[src/rtl/csem_pkg.sv]
// shared types, constants and kernel math for the compass sobel edge unit
// no dependencies
`timescale 1ns / 1ps

package csem_pkg;

  localparam int MAX_WIDTH  = 1024;
  localparam int MAX_HEIGHT = 1024;

  // register field width and counter widths
  localparam int DIM_W    = 11;
  localparam int CNT_W    = DIM_W + 1;
  localparam int COL_W    = $clog2(MAX_WIDTH);
  localparam int ROW_W    = $clog2(MAX_HEIGHT + 2);
  localparam int OROW_W   = $clog2(MAX_HEIGHT);
  localparam int CFG_IDX_W = 1;
  localparam int PIX_W    = 8;

  // register indexes
  localparam logic [CFG_IDX_W-1:0] REG_FRAME_WIDTH  = 1'b0;
  localparam logic [CFG_IDX_W-1:0] REG_FRAME_HEIGHT = 1'b1;

  // input beat kinds
  localparam logic OP_PIXEL = 1'b0;
  localparam logic OP_FLUSH = 1'b1;

  localparam logic [DIM_W-1:0] RESET_WIDTH  = DIM_W'(640);
  localparam logic [DIM_W-1:0] RESET_HEIGHT = DIM_W'(480);
  localparam logic [DIM_W-1:0] LIMIT_WIDTH  = DIM_W'(MAX_WIDTH);
  localparam logic [DIM_W-1:0] LIMIT_HEIGHT = DIM_W'(MAX_HEIGHT);

  // horizontal, vertical and the two diagonal kernels, row major
  localparam logic signed [2:0] KERNEL [4][9] = '{
    '{ 3'sd1,  3'sd0, -3'sd1,  3'sd2,  3'sd0, -3'sd2,  3'sd1,  3'sd0, -3'sd1},
    '{ 3'sd1,  3'sd2,  3'sd1,  3'sd0,  3'sd0,  3'sd0, -3'sd1, -3'sd2, -3'sd1},
    '{-3'sd2, -3'sd1,  3'sd0, -3'sd1,  3'sd0,  3'sd1,  3'sd0,  3'sd1,  3'sd2},
    '{ 3'sd0, -3'sd1, -3'sd2,  3'sd1,  3'sd0, -3'sd1,  3'sd2,  3'sd1,  3'sd0}
  };

  // 3x3 neighborhood, entry 3*row+column, column 2 newest
  typedef logic [8:0][PIX_W-1:0] win_t;

  // one item on its way from the accept stage to the filter stage
  typedef struct packed {
    logic [PIX_W-1:0] pixel;
    logic [COL_W-1:0] col;
    logic             emit;
    logic             mtop;
    logic             mbot;
    logic             mleft;
    logic             mright;
    logic             last;
  } item_t;

  // register value of zero acts as one, above the limit acts as the limit
  function automatic logic [DIM_W-1:0] clamp_dim(input logic [DIM_W-1:0] value,
                                                 input logic [DIM_W-1:0] limit);
    logic [DIM_W-1:0] res;
    res = value;
    if (value == '0) res = DIM_W'(1);
    else if (value > limit) res = limit;
    return res;
  endfunction

  // four clamped kernel responses, summed with saturation
  function automatic logic [PIX_W-1:0] edge_sum(input win_t win);
    logic signed [11:0] acc;
    logic signed [11:0] coef;
    logic [PIX_W-1:0]   clamped;
    logic [9:0]         total;
    total = '0;
    for (int k = 0; k < 4; k++) begin
      acc = '0;
      for (int i = 0; i < 9; i++) begin
        coef = 12'(KERNEL[k][i]);
        acc  = acc + $signed({4'b0, win[i]}) * coef;
      end
      if (acc[11]) clamped = '0;
      else if (acc > 12'sd255) clamped = 8'hff;
      else clamped = acc[7:0];
      total = total + {2'b0, clamped};
    end
    return (total > 10'd255) ? 8'hff : total[7:0];
  endfunction

endpackage

[src/rtl/csem_filter.sv]
// filter stage: 3x3 window shift, edge masking, kernel sum and result register
// depends on csem_pkg
`timescale 1ns / 1ps

module csem_filter (
  input  logic                          clk,
  input  logic                          rst,
  input  logic                          s1_valid,
  input  csem_pkg::item_t               s1_item,
  output logic                          s1_go,
  input  logic [2*csem_pkg::PIX_W-1:0]  rd_data,
  output logic                          wr_en,
  output logic [csem_pkg::COL_W-1:0]    wr_addr,
  output logic [2*csem_pkg::PIX_W-1:0]  wr_data,
  output logic                          out_valid,
  input  logic                          out_ready,
  output logic [csem_pkg::PIX_W-1:0]    edge_res,
  output logic                          last
);

  csem_pkg::win_t        window, window_next, window_masked;
  logic [csem_pkg::PIX_W-1:0] top, mid;

  assign top = rd_data[2*csem_pkg::PIX_W-1:csem_pkg::PIX_W];
  assign mid = rd_data[csem_pkg::PIX_W-1:0];

  // stage moves on unless its result would overwrite a waiting beat
  assign s1_go = s1_valid && (!s1_item.emit || !out_valid || out_ready);

  // rows shift down one place in the buffers
  assign wr_en   = s1_go;
  assign wr_addr = s1_item.col;
  assign wr_data = {mid, s1_item.pixel};

  // shift in the new column, zero the neighbors outside the frame
  always_comb begin
    for (int r = 0; r < 3; r++) begin
      window_next[3*r]   = window[3*r+1];
      window_next[3*r+1] = window[3*r+2];
    end
    window_next[2] = top;
    window_next[5] = mid;
    window_next[8] = s1_item.pixel;
    for (int i = 0; i < 9; i++) begin
      if ((i < 3 && s1_item.mtop) || (i >= 6 && s1_item.mbot) ||
          (i % 3 == 0 && s1_item.mleft) || (i % 3 == 2 && s1_item.mright)) begin
        window_masked[i] = '0;
      end else begin
        window_masked[i] = window_next[i];
      end
    end
  end

  always_ff @(posedge clk) begin
    if (s1_go) begin
      window <= window_next;
    end
  end

  // result register
  always_ff @(posedge clk) begin
    if (rst) begin
      out_valid <= 1'b0;
    end else if (s1_go && s1_item.emit) begin
      out_valid <= 1'b1;
    end else if (out_ready) begin
      out_valid <= 1'b0;
    end
  end

  always_ff @(posedge clk) begin
    if (s1_go && s1_item.emit) begin
      edge_res <= csem_pkg::edge_sum(window_masked);
      last     <= s1_item.last;
    end
  end

endmodule

[config.mk]
export PLATFORM = sky130hd
export DESIGN_NAME = csem_filter
export DESIGN_NICKNAME = d
export VERILOG_FILES = /design/src/rtl/csem_pkg.sv /design/src/rtl/csem_filter.sv
export SDC_FILE = /design/constraint.sdc
export NUM_CORES = 1
export LEC_CHECK = 0
export ABC_AREA = 1
export BUFFER_PORTS_ARGS = -buffer_cell sky130_fd_sc_hd__buf_4
export CAP_MARGIN = 10
export CORE_ASPECT_RATIO = 1.5
export CORE_MARGIN = 3
export CORE_UTILIZATION = 55
export DETAILED_ROUTE_END_ITERATION = 10
export PLACE_DENSITY = 0.78
export SLEW_MARGIN = 20
export SYNTH_ARGS = -nofsm -noshare
export SYNTH_HDL_FRONTEND = slang
export SYNTH_SLANG_ARGS = --single-unit
export TNS_END_PERCENT = 5
[constraint.sdc]
create_clock -name clk -period 7.68 [get_ports clk]
set_input_delay 1.152 -clock clk [delete_from_list [all_inputs] [get_ports clk]]
set_output_delay 1.152 -clock clk [all_outputs]
set_load 0.01 [all_outputs]
==> results.sh <==
export IMPL_overflow=0
export IMPL_cp_arrival_ns=7.61
export IMPL_synth_seq_cells=58
export IMPL_holdWs_ns=0.417
export IMPL_status="complete, no violations"
export IMPL_start_kind="input port"
export IMPL_start_util_pct=56.3
export IMPL_vias_per_cell=5.23
export IMPL_clock_latency_ns=0.35
export IMPL_dieArea_sq_um=20100
export IMPL_worstMarginPinSlew_ns=0.673
export IMPL_worstPathRequired_ns=7.76
export IMPL_path_class="input port to register"
export IMPL_fmax_ghz=0.133
export IMPL_critPathSlowestCell="fa_1"
export IMPL_totalWireLength_mm=30.9
export IMPL_path_clk_slew_ns=0.06
export IMPL_synth_area_sq_um=10100
export IMPL_rows=60
export IMPL_io_pins=82
export IMPL_track_usage_pct=31.2
export IMPL_grt_pass1_wl_mm=46.9
export IMPL_relSlewSlack_pct=55.1
export IMPL_avgRoutedWirePerCell_um=18.0
export IMPL_grt_antenna_before_repair=0
export IMPL_firstDrtPassIters=5
export IMPL_final_nets=1770
export IMPL_fin_cells=1721
export IMPL_synth_seq_area_share_pct=17.1
export IMPL_grtUsageMet1_pct=32.8
export IMPL_hpwl_mm=25.5
export IMPL_cp_end_kind="register"
export IMPL_syn_avg_cell_area_sq_um=8.19
export IMPL_die_x_um=117
export IMPL_core_area_sq_um=18000
export IMPL_grt_max_degree=39
export IMPL_grt_pass1_vias=9472
export IMPL_finClkSkew_ns=0.0146
export IMPL_ys_warn_count=0
export IMPL_drc=0
export IMPL_routabilityCongestion=0.985
export IMPL_ctsHtreeMaxLevel=3
export IMPL_diodes=0
export IMPL_vias=8996
export IMPL_syn_num_nets=1510
export IMPL_crit_start="s1_item[4]"
export IMPL_hold_path_class="register to register"
export IMPL_fin_crit_ns=7.52
export IMPL_setup_violations_final=0
export IMPL_critPathMaxFanout=5
export IMPL_clock_sinks=58
export IMPL_final_cell_area_sq_um=13300
export IMPL_area_delta_synth_final_pct=31.2
export IMPL_synth_distinct_cells=34
export IMPL_critPathMaxStageDelay_ns=0.59
export IMPL_clock_root_buffer="clkbuf_16"
export IMPL_cts_tree="built"
export IMPL_hold_violations=0
export IMPL_cpMostUsedCell="fa_1"
export IMPL_chipHeight_um=172
export IMPL_hold_path_startpoint="window[43]"
export IMPL_ant_nets=0
export IMPL_r2r_start="window[17]"
export IMPL_busiest_layer="met2"
export IMPL_dp_cells=1695
export IMPL_synthCells=1239
export IMPL_fin_crit_sh_pct=98.0
export IMPL_num_fill_cells=1291
export IMPL_postSynth_asyncResetShare_pct=0
export IMPL_synth_edf_count=57
export IMPL_maxSlewViolCount=0
export IMPL_drive_gt1_share_pct=31.4
export IMPL_use_met3_pct=3.92
export IMPL_drt_initial_drc_count=586
export IMPL_cap_violations=0
export IMPL_placed_area_sq_um=12200
export IMPL_clk_path_buf_depth=2
export IMPL_numCtsBuffers=9
export IMPL_grt_util_met2_pct=56.3
export IMPL_synthFlopType="edfxtp_1"
export IMPL_numPortBuffers=61
[layout make-up]
type	instances	area, sq um	share of cell area, %
flip-flops and latches	58	1730	13.0
multi-input cells	797	7530	56.6
clock buffers	9	225	1.69
clock inverters	7	125	0.940
repair buffers	278	2090	15.7
inverters	355	1340	10.0
well taps	217	272	2.04
[per-layer routing]
layer | share of wire (%) | wire, um
met1 | 34 | 10500
met2 | 52 | 16100
met3 | 4.6 | 1410
met4 | 9.2 | 2840
met5 | 0 | 0
[path summary, 6_finish.rpt]
check	to	slack, ns	depth (start not counted)
setup / recovery	edge_res[7]	0.16	35
hold / removal	window[35]	0.42	0
setup reg to reg	edge_res[7]	0.80	32
hold reg to reg	window[35]	0.42	0
[worst max-delay path, delay by kind of cell]
kind,cells,cell delay (ns)
AO/OA/AOI/OAI,3,0.47
XOR/XNOR,1,0.15
adder cells (fa/ha/maj),9,3.47
buffers and inverters,8,0.72
AND/OR/NAND/NOR,14,1.63
[layout by cell type (no fill, tap or decap), types with 12 or more instances in the layout]
master / n
nand4_1: 32
nor2_1: 68
buf_4: 277
nand3_1: 41
o21ai_1: 12
a21oi_1: 22
nor2_2: 22
xor2_1: 32
nand2_1: 145
nor3_1: 14
xnor2_1: 27
ha_4: 14
nor2_4: 15
nand3_2: 16
edfxtp_1: 57
inv_1: 343
nand2_2: 37
fa_1: 123
ha_1: 77
[state kept, by name (all words and copies together), names as in the netlist]
signal	flops
window	48
edge_res	8
out_valid	1
last	1
[per-stage QoR]
step | utilization (%) | setup WS (ns) | setup TNS (ns)
4_1_cts | 70.0 | 0.0139 | 0
3_5_place_dp | 68.0 | -0.454 | -2.95
2_1_floorplan | - | 0.0143 | 0
3_3_place_gp | 68.0 | -0.287 | -1.76
6_report | 73.9 | 0.156 | 0
5_1_grt | 73.9 | -0.161 | -0.654
[synthesized netlist by cell type (all sizes together) (3+ instances only)]
| master | n | share of area, % |
|---|---|---|
| nor3 | 19 | 0.94 |
| a21o | 7 | 0.52 |
| inv | 355 | 13 |
| nand3 | 60 | 3.2 |
| xor2 | 40 | 3.5 |
| nand4 | 32 | 2.0 |
| o21ai | 29 | 1.5 |
| ha | 98 | 12 |
| nand3b | 4 | 0.30 |
| buf | 29 | 2.1 |
| o21bai | 9 | 0.67 |
| xnor2 | 29 | 2.5 |
| edfxtp | 57 | 17 |
| nor2 | 105 | 4.6 |
| a21oi | 33 | 1.6 |
| fa | 129 | 25 |
| nand2 | 190 | 7.9 |
| a31oi | 6 | 0.37 |
| or2 | 3 | 0.19 |
[repair_timing]
item | CTS | global route
endpoints found under the setup margin | 8 | 8
endpoints found under the hold margin | 0 | 0
resized for setup | 4 | 138
buffers inserted | 0 | 10
hold buffers | 0 | 0
pin swaps | 0 | 50
[logic make-up (layout without fill, tap and decap cells)]
kind of cell	Yosys count	count (layout)	share of synthesized area, %
and+or+nand+nor	414	414	19.2
buffers and inverters	384	649	15.3
adders and majority gates	227	227	37.5
AOI/OAI and AO/OA	87	87	4.97
xor gates and xnor gates	69	69	5.96
DFF	58	58	17.1
Power is left out: the tool's default activity adds up to more than one toggle a clock period on the data nets, which glitch-free logic cannot reach.
