File: src/rtl/csem_pkg.sv
// shared types, constants and kernel math for the compass sobel edge unit
// no dependencies
`timescale 1ns / 1ps

package csem_pkg;

  localparam int MAX_WIDTH  = 1024;
  localparam int MAX_HEIGHT = 1024;

  // register field width and counter widths
  localparam int DIM_W    = 11;
  localparam int CNT_W    = DIM_W + 1;
  localparam int COL_W    = $clog2(MAX_WIDTH);
  localparam int ROW_W    = $clog2(MAX_HEIGHT + 2);
  localparam int OROW_W   = $clog2(MAX_HEIGHT);
  localparam int CFG_IDX_W = 1;
  localparam int PIX_W    = 8;

  // register indexes
  localparam logic [CFG_IDX_W-1:0] REG_FRAME_WIDTH  = 1'b0;
  localparam logic [CFG_IDX_W-1:0] REG_FRAME_HEIGHT = 1'b1;

  // input beat kinds
  localparam logic OP_PIXEL = 1'b0;
  localparam logic OP_FLUSH = 1'b1;

  localparam logic [DIM_W-1:0] RESET_WIDTH  = DIM_W'(640);
  localparam logic [DIM_W-1:0] RESET_HEIGHT = DIM_W'(480);
  localparam logic [DIM_W-1:0] LIMIT_WIDTH  = DIM_W'(MAX_WIDTH);
  localparam logic [DIM_W-1:0] LIMIT_HEIGHT = DIM_W'(MAX_HEIGHT);

  // horizontal, vertical and the two diagonal kernels, row major
  localparam logic signed [2:0] KERNEL [4][9] = '{
    '{ 3'sd1,  3'sd0, -3'sd1,  3'sd2,  3'sd0, -3'sd2,  3'sd1,  3'sd0, -3'sd1},
    '{ 3'sd1,  3'sd2,  3'sd1,  3'sd0,  3'sd0,  3'sd0, -3'sd1, -3'sd2, -3'sd1},
    '{-3'sd2, -3'sd1,  3'sd0, -3'sd1,  3'sd0,  3'sd1,  3'sd0,  3'sd1,  3'sd2},
    '{ 3'sd0, -3'sd1, -3'sd2,  3'sd1,  3'sd0, -3'sd1,  3'sd2,  3'sd1,  3'sd0}
  };

  // 3x3 neighborhood, entry 3*row+column, column 2 newest
  typedef logic [8:0][PIX_W-1:0] win_t;

  // one item on its way from the accept stage to the filter stage
  typedef struct packed {
    logic [PIX_W-1:0] pixel;
    logic [COL_W-1:0] col;
    logic             emit;
    logic             mtop;
    logic             mbot;
    logic             mleft;
    logic             mright;
    logic             last;
  } item_t;

  // register value of zero acts as one, above the limit acts as the limit
  function automatic logic [DIM_W-1:0] clamp_dim(input logic [DIM_W-1:0] value,
                                                 input logic [DIM_W-1:0] limit);
    logic [DIM_W-1:0] res;
    res = value;
    if (value == '0) res = DIM_W'(1);
    else if (value > limit) res = limit;
    return res;
  endfunction

  // four clamped kernel responses, summed with saturation
  function automatic logic [PIX_W-1:0] edge_sum(input win_t win);
    logic signed [11:0] acc;
    logic signed [11:0] coef;
    logic [PIX_W-1:0]   clamped;
    logic [9:0]         total;
    total = '0;
    for (int k = 0; k < 4; k++) begin
      acc = '0;
      for (int i = 0; i < 9; i++) begin
        coef = 12'(KERNEL[k][i]);
        acc  = acc + $signed({4'b0, win[i]}) * coef;
      end
      if (acc[11]) clamped = '0;
      else if (acc > 12'sd255) clamped = 8'hff;
      else clamped = acc[7:0];
      total = total + {2'b0, clamped};
    end
    return (total > 10'd255) ? 8'hff : total[7:0];
  endfunction

endpackage

File: src/rtl/csem_ctrl.sv
// accept stage: frame registers, raster counters, flush handling, item register
// depends on csem_pkg
`timescale 1ns / 1ps

module csem_ctrl (
  input  logic                          clk,
  input  logic                          rst,
  input  logic                          in_valid,
  output logic                          in_ready,
  input  logic                          op,
  input  logic [csem_pkg::PIX_W-1:0]    pixel,
  input  logic                          cfg_valid,
  output logic                          cfg_ready,
  input  logic [csem_pkg::CFG_IDX_W-1:0] cfg_index,
  input  logic [csem_pkg::DIM_W-1:0]    cfg_data,
  input  logic                          s1_go,
  output logic                          s1_valid,
  output csem_pkg::item_t               s1_item,
  output logic                          rd_en,
  output logic [csem_pkg::COL_W-1:0]    rd_addr
);

  localparam int CNT_W = csem_pkg::CNT_W;

  logic [csem_pkg::DIM_W-1:0]  frame_width;
  logic [csem_pkg::DIM_W-1:0]  frame_height;
  logic [csem_pkg::COL_W-1:0]  in_column, in_column_next;
  logic [csem_pkg::ROW_W-1:0]  in_row, in_row_next;
  logic [csem_pkg::COL_W-1:0]  out_column, out_column_next;
  logic [csem_pkg::OROW_W-1:0] out_row, out_row_next;
  logic                        frame_done, frame_done_next;

  logic                        accept, drop;
  logic [csem_pkg::COL_W-1:0]  cur_in_col, cur_out_col;
  logic [csem_pkg::ROW_W-1:0]  cur_in_row;
  logic [csem_pkg::OROW_W-1:0] cur_out_row;
  logic [CNT_W-1:0]            in_col_inc, out_col_inc;
  csem_pkg::item_t             item_next;

  assign cfg_ready = 1'b1;
  assign in_ready  = !s1_valid || s1_go;
  assign accept    = in_valid && in_ready;
  // flush after the final result is swallowed
  assign drop      = frame_done && (op == csem_pkg::OP_FLUSH);

  // a pixel after the frame's final result starts from the origin
  assign cur_in_col  = frame_done ? '0 : in_column;
  assign cur_in_row  = frame_done ? '0 : in_row;
  assign cur_out_col = frame_done ? '0 : out_column;
  assign cur_out_row = frame_done ? '0 : out_row;

  assign rd_en   = accept && !drop;
  assign rd_addr = cur_in_col;

  // item fields and next counter values
  always_comb begin
    item_next.pixel = ((op == csem_pkg::OP_PIXEL) &&
                       (CNT_W'(cur_in_row) < CNT_W'(frame_height))) ? pixel : '0;
    item_next.col   = cur_in_col;
    item_next.emit  = (cur_in_row >= csem_pkg::ROW_W'(2)) ||
                      ((cur_in_row == csem_pkg::ROW_W'(1)) && (cur_in_col != '0));
    item_next.mtop   = (cur_out_row == '0);
    item_next.mbot   = (CNT_W'(cur_out_row) == (CNT_W'(frame_height) - CNT_W'(1)));
    item_next.mleft  = (cur_out_col == '0);
    item_next.mright = (CNT_W'(cur_out_col) == (CNT_W'(frame_width) - CNT_W'(1)));
    item_next.last   = item_next.mbot && item_next.mright;

    // input position
    in_col_inc = CNT_W'(cur_in_col) + CNT_W'(1);
    if (in_col_inc >= CNT_W'(frame_width)) begin
      in_column_next = '0;
      in_row_next    = cur_in_row + csem_pkg::ROW_W'(1);
    end else begin
      in_column_next = in_col_inc[csem_pkg::COL_W-1:0];
      in_row_next    = cur_in_row;
    end

    // output position
    out_col_inc     = CNT_W'(cur_out_col) + CNT_W'(1);
    out_column_next = cur_out_col;
    out_row_next    = cur_out_row;
    frame_done_next = 1'b0;
    if (item_next.emit) begin
      if (item_next.last) begin
        in_column_next  = '0;
        in_row_next     = '0;
        out_column_next = '0;
        out_row_next    = '0;
        frame_done_next = 1'b1;
      end else if (out_col_inc >= CNT_W'(frame_width)) begin
        out_column_next = '0;
        out_row_next    = cur_out_row + csem_pkg::OROW_W'(1);
      end else begin
        out_column_next = out_col_inc[csem_pkg::COL_W-1:0];
      end
    end
  end

  // frame registers and counters
  always_ff @(posedge clk) begin
    if (rst) begin
      frame_width  <= csem_pkg::RESET_WIDTH;
      frame_height <= csem_pkg::RESET_HEIGHT;
      in_column    <= '0;
      in_row       <= '0;
      out_column   <= '0;
      out_row      <= '0;
      frame_done   <= 1'b0;
    end else if (cfg_valid && cfg_ready) begin
      case (cfg_index)
        csem_pkg::REG_FRAME_WIDTH: begin
          frame_width <= csem_pkg::clamp_dim(cfg_data, csem_pkg::LIMIT_WIDTH);
        end
        csem_pkg::REG_FRAME_HEIGHT: begin
          frame_height <= csem_pkg::clamp_dim(cfg_data, csem_pkg::LIMIT_HEIGHT);
        end
        default: begin
        end
      endcase
      in_column  <= '0;
      in_row     <= '0;
      out_column <= '0;
      out_row    <= '0;
      frame_done <= 1'b0;
    end else if (accept && !drop) begin
      in_column  <= in_column_next;
      in_row     <= in_row_next;
      out_column <= out_column_next;
      out_row    <= out_row_next;
      frame_done <= frame_done_next;
    end
  end

  // item register toward the filter stage
  always_ff @(posedge clk) begin
    if (rst) begin
      s1_valid <= 1'b0;
    end else if (accept) begin
      s1_valid <= !drop;
    end else if (s1_go) begin
      s1_valid <= 1'b0;
    end
  end

  always_ff @(posedge clk) begin
    if (accept) begin
      s1_item <= item_next;
    end
  end

endmodule

File: config.mk
export PLATFORM = sky130hd
export DESIGN_NAME = csem_ctrl
export DESIGN_NICKNAME = d
export VERILOG_FILES = /design/src/rtl/csem_pkg.sv /design/src/rtl/csem_ctrl.sv
export SDC_FILE = /design/constraint.sdc
export NUM_CORES = 1
export LEC_CHECK = 0
export ABC_AREA = 1
export BUFFER_PORTS_ARGS = -buffer_cell sky130_fd_sc_hd__buf_4
export CAP_MARGIN = 5
export CORE_ASPECT_RATIO = 0.6
export CORE_UTILIZATION = 50
export DETAILED_ROUTE_END_ITERATION = 8
export GPL_ROUTABILITY_DRIVEN = 0
export PLACE_DENSITY = 0.68
export RECOVER_POWER = 25
export SLEW_MARGIN = 20
export SYNTH_ARGS = -nofsm -noshare
export SYNTH_HDL_FRONTEND = slang
export SYNTH_SLANG_ARGS = --single-unit
File: constraint.sdc
create_clock -name clk -period 3.25 [get_ports clk]
set_input_delay 0.325 -clock clk [delete_from_list [all_inputs] [get_ports clk]]
set_output_delay 0.325 -clock clk [all_outputs]
set_load 0.005 [all_outputs]
==> results.toml, run 1 <==
[detailed_routing]
wl_per_cell_um = 14.4
drt_iter0_markers = 540
drc = 0
ant_nets = 0
drt_first_pass_iters = 5
routed_wl_um = 17000
via_per_inst = 5.24
vias = 6180

[sta]
slew_headroom = 0.321
setup_violations = 0
fmax_mhz = 332
fin_ws_ps = 239
worst_slew_pin_slew_ps = 1020
layout_min_cycle_time_ps = 3010
period_share = 0.927
hold_viol_final = 0
finalMaxSlewViolations = 0
fin_skew_ps = 9.50

[critical_path]
cp_common_cell = "nand2_1"
critPathTopFamily = "simple AND/OR/NAND/NOR gates"
worstReg2RegEnd = "in_row[4]$_SDFFE_PP0P_"
cp.depth = 19
cp_num_buf_inv = 5
crit_required_ps = 3540
worstPathMaxFanout = 15
worst-setup-path-type = "reg -> reg"
rr_worst_depth = 19
endpoint_kind = "flop"
critPathLaunchType = "flop"
slowest_delay_ps = 360
critPathArrivalTime_ps = 3300
rr_startpoint = "frame_done$_SDFFE_PP0P_"
cp_slowest_cell = "dfxtp_2"
crit_chain = "inv_4 > buf_4 > nand2_1 > nor4_1 > nand3_1 > xor2_2 > inv_1 > ha_1 > nand2_1 > inv_1 > nand3_1 > nor3_1 > nand2_1 > nand3_2 > buf_12 > nand2_1 > xor2_1 > nand3_1 > a21oi_1"
regToRegSetupSlack_ps = 240

[hold_path]
min_to = "s1_item[16]$_SDFFCE_PN0P_"
min_path_cells = 3
worstHoldPathType = "in -> reg"
hp-start = "pixel[0]"

[power_and_ir_drop]
power_density_nw_per_um2 = 379
ir_drop_mv = 0.246
p_leak_nw = 3.56
finalPower_w = 0.00279

[synth]
postSynthCellCount = 963
yosys.cell_count.top_type = "nand2_1"
synth_top_area_frac = 0.202
ys.flop_type = "dfxtp_1"
syn_area_per_cell_um2 = 6.69
yosysTopAreaCell = "dfxtp_1"
synth-seq-cells = 89
netlist_top_cells_count = "245 x nand2_1, 139 x inv_1, 102 x nor2_1"
synthTopCellsByArea = "dfxtp_1 20%, nand2_1 14%, edfxtp_1 11%"
syn-cell-area_um2 = 6440
synth-seq-area-share = 0.314
syn_nets = 1028
synth-edff-count = 24
yosys_warnings = 0
async_reset_ff_frac = 0
ys_types = 46

[global_route]
grt_max_degree = 54
overflow = 0
antenna_found_initial = 0
grt_pass1_wl_um = 27700
grt.total_usage = 0.261
grt_pass1_vias = 5440

[final_layout]
antenna_cells = 0
final_nets = 1075
areaGrowthSynthToFinish_pct = 14.2
drive_gt1_frac = 0.133

[clock_network]
clk_latency_ps = 360
clock-sinks = 89
cts-root-buf = "clkbuf_16"
ctsHtreeMaxLevel = 3
cts_buffer_depth = 2
cts_tree = "built"
clkTransAtPathRegs_ps = 70
numCtsBuffers = 9

[floorplanning]
die_x_um = 149
fp.coreArea_um2 = 12300
start_util = 0.524
dieArea_um2 = 13400
io_pins = 64
dieHeight_um = 89.9
rows = 31

[placement]
port_buffers = 62
dp_slack_ps = 89.5
dp_hpwl_um = 12500

[outcome]
status = "complete, no violations"

[flow_run]
cap_violations = 0
[cells in the final DEF, fill, tap and decap left out, types with 2 or more instances in the layout]
master	Yosys	routed
a21oi_1	76	75
a31oi_1	2	2
buf_12	0	2
buf_4	11	71
bufinv_16	0	2
clkbuf_16	0	9
clkinv_4	0	2
clkinvlp_4	0	2
dfxtp_1	65	64
edfxtp_1	24	24
ha_1	39	39
inv_1	139	139
inv_2	2	2
inv_6	0	2
nand2_1	245	244
nand2_2	8	9
nand2_4	3	3
nand3_1	77	76
nand3_2	2	2
nand3_4	1	2
nand4_1	15	15
nand4_2	3	2
nand4_4	1	2
nor2_1	102	101
nor2_2	3	3
nor2_4	5	6
nor3_1	9	9
nor4_1	6	5
o21ai_0	61	61
o21ai_1	3	3
xnor2_1	2	2
xor2_1	13	12
[worst max-delay path by stage]
stage | end | from | slack (ps)
floorplan | in_row[0]$_SDFFE_PP0P_ | frame_done$_SDFFE_PP0P_ | 320
finish | in_row[4]$_SDFFE_PP0P_ | frame_done$_SDFFE_PP0P_ | 240
detailed placement | out_row[7]$_SDFFE_PP0P_ | frame_done$_SDFFE_PP0P_ | 90
CTS | out_row[7]$_SDFFE_PP0P_ | frame_done$_SDFFE_PP0P_ | 60
global placement | out_row[7]$_SDFFE_PP0P_ | frame_done$_SDFFE_PP0P_ | 200
global route | in_row[4]$_SDFFE_PP0P_ | frame_done$_SDFFE_PP0P_ | -20
[state kept, by name, summed over array words and instances (netlist names)]
name,cells
frame_done,1
in_row,11
s1_valid,1
out_row,10
out_column,10
s1_item,24
frame_width,11
frame_height,11
in_column,10
[worst reg2reg max path: stages (launching register included)]
cell,delay [ps]
dfxtp_2,360
inv_4,110
buf_4,120
nand2_1,110
nor4_1,250
nand3_1,180
xor2_2,200
inv_1,70
ha_1,270
nand2_1,60
inv_1,80
nand3_1,80
nor3_1,220
nand2_1,150
nand3_2,130
buf_12,150
nand2_1,70
xor2_1,130
nand3_1,80
a21oi_1,140
[cell families after synthesis]
group / share of synthesized area
adders and majority gates: 0.0758
buffers and inverters: 0.127
and+or+nand+nor: 0.338
other: 0.000582
AOI/OAI and AO/OA: 0.120
DFF: 0.314
xor gates and xnor gates: 0.0239
[report_power, final]
part           switching [W]  internal [W]  leakage, nW
registers          0.0000335       0.00118        0.769
logic               0.000265      0.000151         2.63
clock network       0.000473      0.000682        0.157
[layer usage]
metal	up-vias	GRT usage	part of all wire
met2	218	0.369	0.40
met3	18	0.0528	0.071
met4	0	0.0662	0.014
met5	-	0	0
li1	3196	-	-
met1	2748	0.396	0.51
[metrics by stage]
step           utilization  cell area [um^2]  TNS (ps)  instances  hold slack (ps)
3_3_place_gp         0.563              6920         0       1160              456
4_1_cts              0.589              7250         0       1176              236
2_1_floorplan            -              6440         0        963              445
5_1_grt              0.598              7350     -36.7       1180              271
6_report             0.598              7350         0       1180              262
3_5_place_dp         0.563              6920         0       1160              458
[cell type report]
type | count | area (um^2)
clock buffers | 9 | 225
well taps | 165 | 206
repair inverters | 1 | 7.51
multi-input cells | 691 | 3660
fillers | 1194 | 4940
repair buffers | 75 | 588
inverters | 143 | 541
clock inverters | 7 | 103
flip-flops and latches | 89 | 2020
[what timing repair did]
| action | 4_1_cts | 5_1_grt |
|---|---|---|
| setup buffers | 0 | 3 |
| hold buffers | 0 | 0 |
| hold endpoints to repair | 0 | 0 |
| setup endpoints to repair | 0 | 31 |
| gates resized for setup | 0 | 14 |
Note: power is estimated with default switching activity, not from simulation.
==> run 2, diff against run 1 <==
--- a/config.mk
+++ b/config.mk
@@ -5,14 +5,14 @@
 export SDC_FILE = /design/constraint.sdc
 export NUM_CORES = 1
 export LEC_CHECK = 0
-export ABC_AREA = 1
+export ABC_AREA = 0
 export BUFFER_PORTS_ARGS = -buffer_cell sky130_fd_sc_hd__buf_4
 export CAP_MARGIN = 5
 export CORE_ASPECT_RATIO = 0.6
 export CORE_UTILIZATION = 50
 export DETAILED_ROUTE_END_ITERATION = 8
 export GPL_ROUTABILITY_DRIVEN = 0
-export PLACE_DENSITY = 0.68
+export PLACE_DENSITY = 0.71
 export RECOVER_POWER = 25
 export SLEW_MARGIN = 20
 export SYNTH_ARGS = -nofsm -noshare
==> constraint.sdc (replaced) <==
create_clock -name clk -period 2.45 [get_ports clk]
set_input_delay 0.245 -clock clk [delete_from_list [all_inputs] [get_ports clk]]
set_output_delay 0.245 -clock clk [all_outputs]
set_load 0.005 [all_outputs]
==> run 2 against run 1 <==
The run now ends with negative setup slack left. Non-clock buffer count is 163 higher. Critical path depth is 3 lower. Count of clock-buffer cells in the layout is 1 higher. Routed wire length is 29% higher. Core utilization is 18 points higher. Via count is 8.7% higher. Critical endpoint is now in_row[10]$_SDFFE_PP0P_. Largest cell class unchanged. Highest routed layer unchanged.
==> results.toml, run 2 <==
[synth]
synth-edff-count = 24
yosys.cell_count.top_type = "nand2_1"
postSynthCellCount = 736
muxShareOfSynthArea = 0.0127
yosysTopAreaCell = "dfxtp_1"
synth_top_family_by_area = "simple AND/OR/NAND/NOR gates"
syn-cell-area_um2 = 6130
yosys_warnings = 0
netlist_top_cells_count = "75 x nand2_1, 69 x nor2_1, 65 x dfxtp_1"
synth-seq-area-share = 0.330
synth-seq-cells = 89
syn_area_per_cell_um2 = 8.33
yosys.area_share.adder = 0.0796
ys_types = 74
ys.flop_type = "dfxtp_1"
async_reset_ff_frac = 0
synthSimpleGateAreaFrac = 0.278
synth_top_area_frac = 0.212
synthXorXnorAreaFrac = 0.0514
synth_compound_area_frac = 0.177
synthTopCellsByArea = "dfxtp_1 21%, edfxtp_1 12%, ha_1 8.0%"
syn_nets = 801

[detailed_routing]
vias = 6716
drc = 0
wl_per_cell_um = 19.9
drt_iter0_markers = 498
routed_wl_um = 21800
via_per_inst = 6.11
ant_nets = 0
drt_first_pass_iters = 5

[sta]
fmax_mhz = 303
rsz0062_at_grt = "yes"
setup_violations = 44
layout_min_cycle_time_ps = 3300
fin_tns_setup_ps = -29030
fin_skew_ps = 9.38
worst_slew_pin_slew_ps = 540
finalMaxSlewViolations = 0
fin_ws_ps = -852
hold_viol_final = 0
period_share = 1.35
slew_headroom = 0.639

[floorplanning]
fp.coreArea_um2 = 11600
die_x_um = 145
io_pins = 64
dieHeight_um = 87.8
rows = 30
start_util = 0.528
dieArea_um2 = 12700

[final_layout]
final_cell_mix = "210 x buf_4, 68 x nand2_1, 61 x dfxtp_1, 59 x nor2_1"
antenna_cells = 0
final_common_cell = "buf_4"
drive_gt1_frac = 0.394
regMostFlops = "s1_item"
final_area_um2 = 8980
largest_reg_flops = 24
final_nets = 1000
layout.cells.non_filler = 1100
areaGrowthSynthToFinish_pct = 46.5

[global_route]
grt_util_met2 = 0.529
grt_pass1_wl_um = 31600
grt.met1_usage = 0.403
grt-busiest-layer = "met2"
grt.met3_usage = 0.0688
grt_pass1_vias = 6363
antenna_found_initial = 0
grt.total_usage = 0.315
overflow = 0
grt_max_degree = 41

[flow_run]
cap_violations = 0

[critical_path]
cp_common_cell = "nor3_4"
crit_required_ps = 2690
worst-setup-path-type = "reg -> reg"
cp_slowest_cell = "dfxtp_1"
crit_chain = "nand2b_4 > inv_4 > nand3_4 > nor3_4 > nand4_1 > xnor2_2 > ha_1 > o21a_1 > o21ai_4 > a2111oi_4 > nor3_4 > nor4_4 > buf_4 > nand3_2 > a31oi_1 > o22ai_1"
worstPathMaxFanout = 4
critPathLaunchType = "flop"
slowest_delay_ps = 400
critPathArrivalTime_ps = 3540
endpoint_kind = "flop"

[clock_network]
clock-sinks = 89
ctsHtreeMaxLevel = 3
cts_tree = "built"
clk_latency_ps = 360
cts.hold.buffers_added = 0
cts_buffer_depth = 2
clkTransAtPathRegs_ps = 70
cts-root-buf = "clkbuf_16"
numCtsBuffers = 9

[power_and_ir_drop]
p_int_w = 0.00255
p_seq_frac = 0.447
p_leak_nw = 3.83
switching_share = 0.276
share_comb_of_total_power = 0.153
switchingPower_w = 0.000971
ir_drop_mv = 0.340
power_frac_clock = 0.400
finalPower_w = 0.00352
power_density_nw_per_um2 = 392

[hold_path]
worstHoldPathType = "in -> reg"

[outcome]
status = "complete, but fails checks"
violations = "negative setup slack"

[placement]
dp_hpwl_um = 13900
place_area_um2 = 7780
port_buffers = 62
dp_cells = 1059
run 2: cell count changes after synthesis, moves of 33 or more:
cell / delta
inv_1: -100
nand2_1: -170
nand3_1: -50
nor2b_1: +33
a21oi_1: -46
o21ai_0: -38
nor2_1: -33
run 2: worst paths after layout:
kind | startpoint | endpoint | slack (ps) | cells after the start
hold / removal | pixel[3] | s1_item[19]$_SDFFCE_PN0P_ | 180 | 3
hold reg to reg | frame_height[2]$_SDFFE_PP0P_ | frame_height[2]$_SDFFE_PP0P_ | 500 | 2
setup reg to reg | in_column[0]$_SDFFE_PP0P_ | in_row[10]$_SDFFE_PP0P_ | -850 | 16
setup / recovery | in_column[0]$_SDFFE_PP0P_ | in_row[10]$_SDFFE_PP0P_ | -850 | 16
run 2: timing repair:
action,in CTS,in global routing
pin swaps,49,44
setup buffers,16,9
gates cloned,1,2
endpoints found under the setup margin,53,53
gates resized for setup,69,77
run 2: worst max-delay path, delay by kind of cell (launching register included):
kind	cells	cell delay, ps
AND/OR/NAND/NOR	7	1180
AO/OA/AOI/OAI	5	820
flip-flops	1	400
adder cells (fa/ha/maj)	1	320
buffers and inverters	2	250
XOR/XNOR	1	210
run 2: layer usage:
| layer | routed length, um | up-vias |
|---|---|---|
| li1 | - | 3052 |
| met1 | 8920 | 3206 |
| met2 | 10200 | 372 |
| met3 | 1830 | 86 |
| met4 | 854 | 0 |
| met5 | 0 | - |
run 2: layout make-up:
type / instances / area [um^2]
clock buffer: 10 / 250
clock inverter: 6 / 50.0
fill: 739 / 2620
inverter: 39 / 151
multi-input combinational: 558 / 4330
sequential: 89 / 2030
tap: 160 / 200
timing repair buffer: 238 / 1970
run 2: cell families (layout without fill, tap and decap cells):
logic type      after synthesis  in the layout
compound gates              156            156
xor+xnor                     36             36
fa+ha+maj                    39             39
buf+inv                      89            293
flops                        89             89
mux                           7              7
other cells                   1              1
simple gates                319            319
run 2: per-stage QoR:
stage / util / hold WS (ps) / worst slack [ps]
detailed placement: 0.671 / 480 / -1130
CTS: 0.735 / 185 / -747
global route: 0.774 / 188 / -957
floorplan: - / 405 / -1140
finish: 0.774 / 180 / -852
global placement: 0.671 / 475 / -1010
run 2: power groups by stage:
stage / clock network [W] / logic (W) / registers, W
6_report: 0.00141 / 0.000539 / 0.00157
5_1_grt: 0.00147 / 0.000573 / 0.00158
4_1_cts: 0.00141 / 0.000489 / 0.00157
3_5_place_dp: 0 / 0.000467 / 0.00160
3_3_place_gp: 0 / 0.000451 / 0.00160
2_1_floorplan: 0 / 0.000242 / 0.00161
